$ cat src/hdl/vgu_pkg.sv
`default_nettype none
package vgu_pkg;

  localparam int unsigned OpW     = 32;
  localparam int unsigned ProdW   = 2 * OpW;
  localparam int unsigned ScalarW = 49;
  localparam int unsigned SqLat   = 32;

  typedef enum logic [2:0] {
    KIND_DOT   = 3'd0,
    KIND_SQLEN = 3'd1,
    KIND_LEN   = 3'd2,
    KIND_NORM  = 3'd3,
    KIND_CROSS = 3'd4
  } kind_e;

  typedef struct packed {
    logic [2:0]            kind;
    logic signed [OpW-1:0] a_x;
    logic signed [OpW-1:0] a_y;
    logic signed [OpW-1:0] a_z;
    logic signed [OpW-1:0] b_x;
    logic signed [OpW-1:0] b_y;
    logic signed [OpW-1:0] b_z;
  } vgu_in_t;

  typedef struct packed {
    logic signed [ScalarW-1:0] scalar_out;
    logic signed [OpW-1:0]     vec_x;
    logic signed [OpW-1:0]     vec_y;
    logic signed [OpW-1:0]     vec_z;
    logic                      zero_length;
    logic                      saturated;
  } vgu_out_t;

  // partial result carried past the square root and divider
  typedef struct packed {
    logic [2:0]                kind;
    logic signed [ScalarW-1:0] scalar;
    logic signed [OpW-1:0]     vx;
    logic signed [OpW-1:0]     vy;
    logic signed [OpW-1:0]     vz;
    logic                      sat;
    logic signed [OpW-1:0]     ax;
    logic signed [OpW-1:0]     ay;
    logic signed [OpW-1:0]     az;
  } vgu_side_t;

  localparam logic signed [ProdW+1:0] ScMax = (66'sd1 <<< (ScalarW - 1)) - 66'sd1;
  localparam logic signed [ProdW+1:0] ScMin = -(66'sd1 <<< (ScalarW - 1));
  localparam logic signed [ProdW:0]   CrMax = (65'sd1 <<< (OpW - 1)) - 65'sd1;
  localparam logic signed [ProdW:0]   CrMin = -(65'sd1 <<< (OpW - 1));

endpackage
`default_nettype wire

$ cat src/hdl/vgu_isqrt.sv
`default_nettype none
module vgu_isqrt
  import vgu_pkg::*;
(
  input  wire logic               clk_i,
  input  wire logic               en_i,
  input  wire logic [ProdW-1:0]   rad_i,
  output logic [OpW-1:0]          root_o
);

  logic [OpW+3:0]   rem_q  [SqLat-1];
  logic [ProdW-1:0] x_q    [SqLat-1];
  logic [OpW-1:0]   root_q [SqLat];

  for (genvar g = 0; g < SqLat; g++) begin : g_stage
    logic [OpW+3:0]   rin, sh, trial, rem_d;
    logic [OpW-1:0]   oin, root_d;
    logic [ProdW-1:0] xin;
    logic             ge;

    if (g == 0) begin : g_first
      assign rin = '0;
      assign oin = '0;
      assign xin = rad_i;
    end else begin : g_next
      assign rin = rem_q[g-1];
      assign oin = root_q[g-1];
      assign xin = x_q[g-1];
    end

    always_comb begin
      sh     = {rin[OpW+1:0], xin[ProdW-1:ProdW-2]};
      trial  = {2'b00, oin, 2'b01};
      ge     = (sh >= trial);
      rem_d  = ge ? (sh - trial) : sh;
      root_d = {oin[OpW-2:0], ge};
    end

    always_ff @(posedge clk_i) begin
      if (en_i) begin
        root_q[g] <= root_d;
      end
    end

    if (g < SqLat - 1) begin : g_carry
      always_ff @(posedge clk_i) begin
        if (en_i) begin
          rem_q[g] <= rem_d;
          x_q[g]   <= {xin[ProdW-3:0], 2'b00};
        end
      end
    end
  end

  assign root_o = root_q[SqLat-1];

endmodule
`default_nettype wire

$ cat config.mk
export PLATFORM = sky130hd
export DESIGN_NAME = vgu_isqrt
export DESIGN_NICKNAME = d
export VERILOG_FILES = /design/src/hdl/vgu_pkg.sv /design/src/hdl/vgu_isqrt.sv
export SDC_FILE = /design/constraint.sdc
export NUM_CORES = 2
export LEC_CHECK = 0
export BUFFER_PORTS_ARGS = -buffer_cell sky130_fd_sc_hd__buf_4
export CAP_MARGIN = 40
export CORE_UTILIZATION = 23
export CTS_CLUSTER_DIAMETER = 200
export DETAILED_ROUTE_END_ITERATION = 12
export PLACE_DENSITY = 0.39
export SYNTH_ARGS = -nofsm -noshare
export SYNTH_HDL_FRONTEND = slang
export SYNTH_MEMORY_MAX_BITS = 65536
export SYNTH_SLANG_ARGS = --single-unit
$ cat constraint.sdc
create_clock -name clk_i -period 3.6 [get_ports clk_i]
set_clock_uncertainty 0.2 [all_clocks]
set_input_delay 0.54 -clock clk_i [delete_from_list [all_inputs] [get_ports clk_i]]
set_output_delay 0.54 -clock clk_i [all_outputs]
set_load 0.02 [all_outputs]
==> metrics.txt <==
status=finished, violations left; failing checks=setup timing; Final Setup Violations=31; DRT Wirelength=289000 µm; global-route wire length before repair=441000 µm; max cap viols=0; clock sink count=2523; clock root buffer=clkbuf_16; largest family of logic cells by synthesized area=simple AND/OR/NAND/NOR gates; Synth Register Bits=2523; Async SR Flop Fraction=0%; clk slew on worst S/H paths=0.05 ns; Gate power share=21.3%; Max Fclk=0.270 GHz; RSZ-0062 raised after global routing=yes; remaining antenna violation count after routing=0; Clk Latency, worst-skew pair=0.93 ns; Placed Instance Area=133000 µm²; Initial Util=23.1%; Tot GR Track Use=10.9%; VDD IR max=324 µV; initial antenna violation count=11; Final Core Density=28.7%; leading post-synthesis cells by cell area=edfxtp_1, ha_1, xor2_1; CP Capture Type=flop; Worst EP arrival=4.14 ns; largest net degree at the start of global routing=151; Post-Synth Simple-Gate Area=9.96%; vias in the first global route=75000; Die W=716 µm; Port Buf Inserts=97; via/cell ratio=4.23; DR WL/cell=16.8 µm; drt first-iter violations=4382; Reg power frac=44.0%; switching share of power=28.7%; Die Y=716 µm; gr ovfl total=0; area grow syn2layout=24.0%; DRT Pass-1 Iters=8; Gate Count Post-Synth=9066; maximum clock path buffer count=4; Worst Path Max Fanout=8; Final min period=3.71 ns; Final Cycle Share=103%; most frequent cell after synthesis=edfxtp_1; Seq/Total Area, Yosys=64.6%; post-synthesis mux area share=0.805%; HP Class=in -> reg; half-perimeter wire length after placement=212000 µm; largest stage delay on the critical path=0.43 ns; type of origin of the critical path=flop; Sum Neg Setup Slack=-1.45 ns; pwr/cell area=619 nW/µm²; Avg Cell Area, Syn=12.9 µm²; leading area contributor after synthesis=edfxtp_1; Slew headroom=38.6%; Layout Cells excl Fill=17200; top cells by count, synth=edfxtp_1, inv_1, nand2_1, ha_1, o21ai_0; most used flip-flop cell after synthesis=edfxtp_1; internal power=64.2 mW; Adder-Cell Fraction of Synth Area=6.00%; cts bufs inserted=313; share of layout cells above drive strength 1=17.0%; Req. time, crit path=4.03 ns; post-route setup slack=-0.108 ns; Layout Cell Area excl Fill=145000 µm²; Die Area=512000 µm²; Synth Warn #=0; library cells used by synthesis=88; crit-path cells=or3_4 > or4_4 > or4_4 > or3_4 > nand4b_1 > a41oi_2 > o31a_1 > buf_6 > buf_12 > buf_16 > o31ai_2; count of final hold-check violations=0; hold_ws=0.124 ns; H-tree levels=5; overall power=90.1 mW; Top delay family on crit path=simple AND/OR/NAND/NOR gates; dpl cells=16500; Post-synth EDFFs=2523; pre-CTS setup slack=-0.346 ns; Layout Nets=10900; io pins=98; Crit-path slowest cell=or4_4; Core Area=507000 µm²; critical path type=reg -> reg; cell area after synthesis=117000 µm²; Post-route DRC=0; CP bufs+invs=3; Syn Nets=9694; Final Wtd Congestion=0.866; post-synth top area share=64.6%; routed via count=72800; actual slew at the worst max-slew pin=0.921 ns; switching power=25.9 mW; Final Max Slew Viols=0; complex-gate fraction of the synthesized area=9.42%; CTS tree=yes; clock network fraction of total power=34.6%; site row count=261; Static Leak=55.2 nW; Post-Synth XOR/XNOR Area=6.28%
-- cell type report --
class	instances	area [µm²]
clock buffers	371	8160
inverters	724	2720
fillers	51200	361000
flip-flops and latches	2523	75800
well taps	6706	8390
clock inverters	195	1980
diodes	2	5.00
repair buffers	1060	9000
multi-input cells	5646	39400
-- logic make-up after synthesis --
logic type | after synthesis
xor+xnor | 841
fa+ha+maj | 562
simple gates | 2375
mux | 85
other cells | 1
buf+inv | 897
compound gates | 1782
flops | 2523
-- worst paths after layout --
path                startpoint            end  slack [ns]  depth (start not counted)
hold reg to reg    x_q[0][324]    x_q[0][388]        0.17                          0
hold / removal        rad_i[8]      x_q[0][8]        0.12                          2
setup reg to reg  rem_q[9][58]  rem_q[10][16]       -0.11                         11
setup / recovery  rem_q[9][58]  rem_q[10][16]       -0.11                         11
-- layer usage --
layer	track usage [%]	vias to the layer above	share of wire [%]
met5	0	-	0
li1	-	35900	-
met4	4.45	0	4.3
met1	13.4	35200	43
met3	1.63	562	3.6
met2	18.9	1147	49
-- worst reg2reg max path, delay by kind of cell (launching register included) --
kind | cells | cell delay, ns
AND/OR/NAND/NOR | 5 | 1.84
AO/OA/AOI/OAI | 3 | 0.55
buffers and inverters | 3 | 0.47
flip-flops | 1 | 0.38
-- flip-flops by register name, indices dropped and copies added, names as in the netlist --
register  count
root_q      528
x_q         992
rem_q      1003
-- power by group through the flow --
stage	combinational, mW	sequential [mW]	clock [mW]
6_report	19.2	39.7	31.2
2_1_floorplan	12.0	39.0	0
3_5_place_dp	18.7	40.3	0
3_3_place_gp	18.5	40.3	0
4_1_cts	18.9	39.8	32.7
5_1_grt	21.3	40.1	33.5
-- timing repair --
item / 4_1_cts / 5_1_grt
hold endpoints to repair: 81 / 0
buffers inserted: 10 / 36
pin swaps: 7 / 61
cloned: 3 / 4
resized for setup: 68 / 269
hold buffers: 86 / 0
setup endpoints to repair: 170 / 454
-- cells in the final DEF (no fill, tap or decap), types with 33 or more instances in the layout --
cell type,netlist,layout
edfxtp_1,2523,2523
a21o_1,228,228
o21ai_0,525,465
inv_1,719,718
buf_12,0,52
nor2b_1,79,78
a21oi_1,509,489
dlygate4sd3_1,0,86
mux2_2,73,72
o21a_1,86,86
clkinv_2,0,51
clkbuf_1,153,53
nor2_1,493,485
ha_1,562,558
or3_1,95,85
a31oi_1,42,33
nand2_1,707,690
xor2_1,431,430
clkinv_1,3,75
a211oi_1,53,44
xnor2_1,410,407
or2_2,47,47
o21ai_1,3,36
and3_1,53,51
nand3_1,150,149
nor3_1,227,212
nand2b_1,106,106
or4_1,51,39
buf_4,0,902
nand4_1,99,99
nor4_1,137,108
clkbuf_16,0,322
o21bai_1,39,39
o31ai_1,55,51
No activity file was read; power rests on OpenSTA's default activity.
