[src/hdl/vgu_pkg.sv]
`default_nettype none
package vgu_pkg;

  localparam int unsigned OpW     = 32;
  localparam int unsigned ProdW   = 2 * OpW;
  localparam int unsigned ScalarW = 49;
  localparam int unsigned SqLat   = 32;

  typedef enum logic [2:0] {
    KIND_DOT   = 3'd0,
    KIND_SQLEN = 3'd1,
    KIND_LEN   = 3'd2,
    KIND_NORM  = 3'd3,
    KIND_CROSS = 3'd4
  } kind_e;

  typedef struct packed {
    logic [2:0]            kind;
    logic signed [OpW-1:0] a_x;
    logic signed [OpW-1:0] a_y;
    logic signed [OpW-1:0] a_z;
    logic signed [OpW-1:0] b_x;
    logic signed [OpW-1:0] b_y;
    logic signed [OpW-1:0] b_z;
  } vgu_in_t;

  typedef struct packed {
    logic signed [ScalarW-1:0] scalar_out;
    logic signed [OpW-1:0]     vec_x;
    logic signed [OpW-1:0]     vec_y;
    logic signed [OpW-1:0]     vec_z;
    logic                      zero_length;
    logic                      saturated;
  } vgu_out_t;

  // partial result carried past the square root and divider
  typedef struct packed {
    logic [2:0]                kind;
    logic signed [ScalarW-1:0] scalar;
    logic signed [OpW-1:0]     vx;
    logic signed [OpW-1:0]     vy;
    logic signed [OpW-1:0]     vz;
    logic                      sat;
    logic signed [OpW-1:0]     ax;
    logic signed [OpW-1:0]     ay;
    logic signed [OpW-1:0]     az;
  } vgu_side_t;

  localparam logic signed [ProdW+1:0] ScMax = (66'sd1 <<< (ScalarW - 1)) - 66'sd1;
  localparam logic signed [ProdW+1:0] ScMin = -(66'sd1 <<< (ScalarW - 1));
  localparam logic signed [ProdW:0]   CrMax = (65'sd1 <<< (OpW - 1)) - 65'sd1;
  localparam logic signed [ProdW:0]   CrMin = -(65'sd1 <<< (OpW - 1));

endpackage
`default_nettype wire

[src/hdl/vgu_ndiv.sv]
`default_nettype none
module vgu_ndiv
  import vgu_pkg::*;
#(
  parameter int unsigned FracBits = 16
) (
  input  wire logic              clk_i,
  input  wire logic              en_i,
  input  wire logic [OpW-1:0]    num_i,
  input  wire logic [OpW-1:0]    den_i,
  output logic [FracBits:0]      q_o
);

  localparam int unsigned NSt = FracBits + 1;

  logic [OpW-1:0]    rem_q [NSt-1];
  logic [OpW-1:0]    den_q [NSt-1];
  logic [FracBits:0] q_q   [NSt];

  // quotient is at most 2^FracBits since |num| <= den
  for (genvar g = 0; g < NSt; g++) begin : g_stage
    logic [OpW-1:0]    rin, din, rem_d;
    logic [FracBits:0] qin;
    logic              bin, ge;
    logic [OpW:0]      sh, diff;

    if (g == 0) begin : g_first
      assign rin = {1'b0, num_i[OpW-1:1]};
      assign din = den_i;
      assign qin = '0;
      assign bin = num_i[0];
    end else begin : g_next
      assign rin = rem_q[g-1];
      assign din = den_q[g-1];
      assign qin = q_q[g-1];
      assign bin = 1'b0;
    end

    always_comb begin
      sh    = {rin, bin};
      diff  = sh - {1'b0, din};
      ge    = (sh >= {1'b0, din});
      rem_d = ge ? diff[OpW-1:0] : sh[OpW-1:0];
    end

    always_ff @(posedge clk_i) begin
      if (en_i) begin
        q_q[g] <= {qin[FracBits-1:0], ge};
      end
    end

    if (g < NSt - 1) begin : g_carry
      always_ff @(posedge clk_i) begin
        if (en_i) begin
          rem_q[g] <= rem_d;
          den_q[g] <= din;
        end
      end
    end
  end

  assign q_o = q_q[NSt-1];

endmodule
`default_nettype wire

[config.mk]
export PLATFORM = sky130hd
export DESIGN_NAME = vgu_ndiv
export DESIGN_NICKNAME = d
export VERILOG_FILES = /design/src/hdl/vgu_pkg.sv /design/src/hdl/vgu_ndiv.sv
export SDC_FILE = /design/constraint.sdc
export NUM_CORES = 2
export LEC_CHECK = 0
export BUFFER_PORTS_ARGS = -buffer_cell sky130_fd_sc_hd__buf_2
export CORE_MARGIN = 5
export CORE_UTILIZATION = 40
export CTS_CLUSTER_DIAMETER = 40
export DETAILED_ROUTE_END_ITERATION = 7
export GPL_TIMING_DRIVEN = 0
export PLACE_DENSITY = 0.6
export RECOVER_POWER = 100
export SLEW_MARGIN = 10
export SYNTH_ARGS = -nofsm -noshare
export SYNTH_HDL_FRONTEND = slang
export SYNTH_SLANG_ARGS = --single-unit
[constraint.sdc]
create_clock -name clk_i -period 6.92 [get_ports clk_i]
set_clock_uncertainty 0.1 [all_clocks]
set_input_delay 1.384 -clock clk_i [delete_from_list [all_inputs] [get_ports clk_i]]
set_output_delay 1.384 -clock clk_i [all_outputs]
set_load 0.01 [all_outputs]
==> qor.yml <==
run_status:
  status: "finished, violations left"
  violations: "capacitance limit, slew limit"
setup_path:
  cp.arrival_ns: 6.28
  r2r_start: "den_q[7][3]$_DFFE_PP_"
  endpoint_kind: "flip-flop"
  crit_path_start_kind: "flip-flop"
  crit_type: "reg2reg"
  reg2reg_depth: 13
  r2r_setup_slack_ns: 1.09
  critical_path_peak_fanout: 10
  critPathLaunch: "den_q[7][3]$_DFFE_PP_"
  crit_required_ns: 7.37
  r2r-end: "rem_q[1][24]$_DFFE_PP_"
  critPathCapture: "rem_q[1][24]$_DFFE_PP_"
global_routing:
  grt_use_total_pct: 19.0
  first_global_vias: 47600
  grt_overflow: 0
  antenna_found_initial: 6
  grt_pass1_wl_um: 275000
  grt_max_degree: 152
timing:
  worst_slack_ns: 1.09
  post-route-period-util_pct: 84.2
  timing.setup.tns_ns: 0
  tightest_slew_ns: 3.78
  drv_slew: 281
  rsz0062_at_grt: "no"
  max_clock_freq_mhz: 172
  maxSlewHeadroom_pct: -152
  period_needed_ns: 5.83
  finalHoldViolCount: 0
  setup_viol: 0
routing:
  vias: 49100
  wl_um: 179000
  first_iter_violations: 3387
  via_per_inst: 5.35
  drc: 0
  avgRoutedWirePerCell_um: 19.5
  antenna_left: 0
  drt_pass1_iterations: 5
placed_design:
  post-place-ws_ns: 1.55
  port_buffers: 82
  gp_congestion: 0.901
  detailed_place_hpwl_um: 140000
  placed_cell_area_um2: 73500
floorplan:
  fp.dieH_um: 428
  placementRows: 153
  die_w_um: 428
  dieArea_um2: 183000
  io-pin-count: 83
  core_um2: 174000
  start_util_pct: 40.2
clock_network:
  root_buffer: "clkbuf_16"
  clock_path_buffers: 3
  cts_tree: "done"
  clk_transition_reported_paths_ns: 0.06
  cts_sinks: 1177
  cts_max_level: 4
  cts_made_buffers: 189
  postCtsHoldBufs: 0
  cts_resized: 0
  cts_setup_buffers: 0
  clock_latency_ns: 0.83
final_layout:
  drive_above_1_share_pct: 7.81
  fillers: 16100
  nNetsFinal: 7309
  fin_area_um2: 79700
  syn_to_final_growth_pct: 14.0
pwr:
  power_density_nw_per_um2: 488
  peakVddDrop_v: 0.000269
  p_leak_nw: 32.7
logic_synthesis:
  ys_seq_area_share_pct: 50.6
  synth-main-ff-cell: "edfxtp_1"
  syn_nets: 7028
  synth_cell_type_count: 89
  syn-instance-count: 6403
  synth_edf_count: 1177
  yosys_warnings: 0
  avgSynthCellArea_um2: 10.9
  ys_ff_latch: 1177
  async_flop_share_pct: 0
  netlist_area_um2: 69900
min_path:
  worstHoldPathType: "reg2reg"
  worst_hold_startpoint: "q_q[1][87]$_DFFE_PP_"
run:
  maxCapViolations: 4
where the power goes:
group / switching, mW / total (mW) / internal (mW)
logic: 10.3 / 17.4 / 7.12
registers: 1.31 / 12.1 / 10.8
clock network: 3.78 / 9.42 / 5.64
stage by stage:
step	total power [mW]	hold WS (ns)	utilization, %	std cells
after CTS	39.4	0.303	46.0	9175
after global routing	41.4	0.310	45.8	9176
final	38.9	0.307	45.8	9177
after floorplan	24.5	0.300	-	6403
after global placement	29.8	0.300	42.1	8810
after detailed placement	29.7	0.305	42.3	8818
synth_stat cells (all sizes together), types with 17 or more instances:
library cell	n	share of area [%]
ha	543	9.7
inv	690	3.7
nand3	93	0.67
and4	18	0.23
nand2b	76	0.68
o21ai	377	2.7
clkbuf	121	0.65
and2	34	0.30
mux2	226	3.7
edfxtp	1177	51
a211oi	54	0.59
a21boi	21	0.23
o31a	17	0.21
nor3	102	0.73
a31oi	51	0.46
a211o	18	0.23
or3	28	0.25
xnor2	267	3.3
a21oi	537	3.9
o21a	63	0.68
nor2	402	2.2
xor2	132	1.7
o31ai	45	0.48
buf	42	0.33
nand4	86	0.77
nor4	20	0.20
nand2	402	2.2
or2	26	0.23
and3	49	0.44
o21bai	63	0.68
a21o	275	3.0
nor2b	70	0.63
mux2i	19	0.27
o211ai	33	0.37
routing by layer:
| layer | global-route usage (%) | up-vias | part of all wire (%) |
|---|---|---|---|
| met5 | 0 | - | 0 |
| met1 | 25.8 | 23500 | 45 |
| met4 | 5.42 | 0 | 2.5 |
| met2 | 31.5 | 1238 | 47 |
| li1 | - | 24100 | - |
| met3 | 2.94 | 276 | 5.1 |
worst max-delay path: stages, from the launching register on:
cell      delay [ns]
edfxtp_1        0.40
inv_1           0.06
ha_1            0.36
nand3_1         0.37
a21oi_1         0.34
nor2_1          0.14
o211a_1         0.37
o31a_1          0.42
o31ai_1         0.22
a21oi_1         0.14
o31a_1          0.30
o21ai_0         1.28
clkbuf_1        0.58
mux2_1          0.46
layout by cell type (no fill, tap or decap), types with 19 or more instances in the layout:
cell type and instances:
nor4_1 20, or2_2 26, nor2b_1 70, a21o_1 275, nand2_1 402, a31oi_1 51, mux2_1 118, o31ai_1 45
a21boi_0 21, inv_6 42, nand4_1 86, o21a_1 63, mux2_2 104, inv_1 689, a211oi_1 54, o21ai_0 375
xor2_1 132, and2_1 28, buf_2 33, nand3_1 93, mux2i_1 19, o211ai_1 33, edfxtp_1 1177, clkbuf_16 191
and3_1 49, inv_8 23, a21oi_1 537, nor3_1 102, xnor2_1 267, o21bai_1 63, clkbuf_1 220, ha_1 543
nor2_1 402, nand2b_1 76, or3_1 28
final cells by class:
class / instances / area [um^2] / share of cell area (%)
Sequential cell: 1177 / 35300 / 44.3
Multi-Input combinational cell: 4371 / 31200 / 39.1
Clock buffer: 206 / 4840 / 6.07
Tap cell: 2325 / 2910 / 3.65
Inverter: 692 / 2600 / 3.26
Clock inverter: 151 / 1670 / 2.09
Buffer: 163 / 641 / 0.804
Timing Repair Buffer: 90 / 538 / 0.675
Antenna cell: 2 / 5.00 / 0.00628
state kept, by name, summed over array words and instances, names as in the netlist:
register  count
rem_q       512
q_q         153
den_q       512
cell families (layout without fill, tap and decap cells):
group                    after synthesis  after routing  share of synthesized area [%]
AO/OA/AOI/OAI                       1718           1718                           15.6
XOR/XNOR                             399            399                           5.00
adder cells (fa/ha/maj)              559            559                           10.2
buffers and inverters                855           1302                           4.70
flip-flops                          1177           1177                           50.6
multiplexers                         245            245                           4.02
other                                  0              2                              0
AND/OR/NAND/NOR                     1450           1450                           9.97
worst min-delay path by stage:
| stage | endpoint | slack (ns) | cells past startpoint |
|---|---|---|---|
| finish | q_q[1][105]$_DFFE_PP_ | 0.31 | 0 |
| floorplan | q_q[0][103]$_DFFE_PP_ | 0.30 | 0 |
| global placement | q_q[1][53]$_DFFE_PP_ | 0.30 | 0 |
| global route | q_q[1][105]$_DFFE_PP_ | 0.31 | 0 |
| detailed placement | q_q[0][18]$_DFFE_PP_ | 0.30 | 0 |
| CTS | q_q[1][26]$_DFFE_PP_ | 0.30 | 0 |
Note: power is estimated with default switching activity, not from simulation.
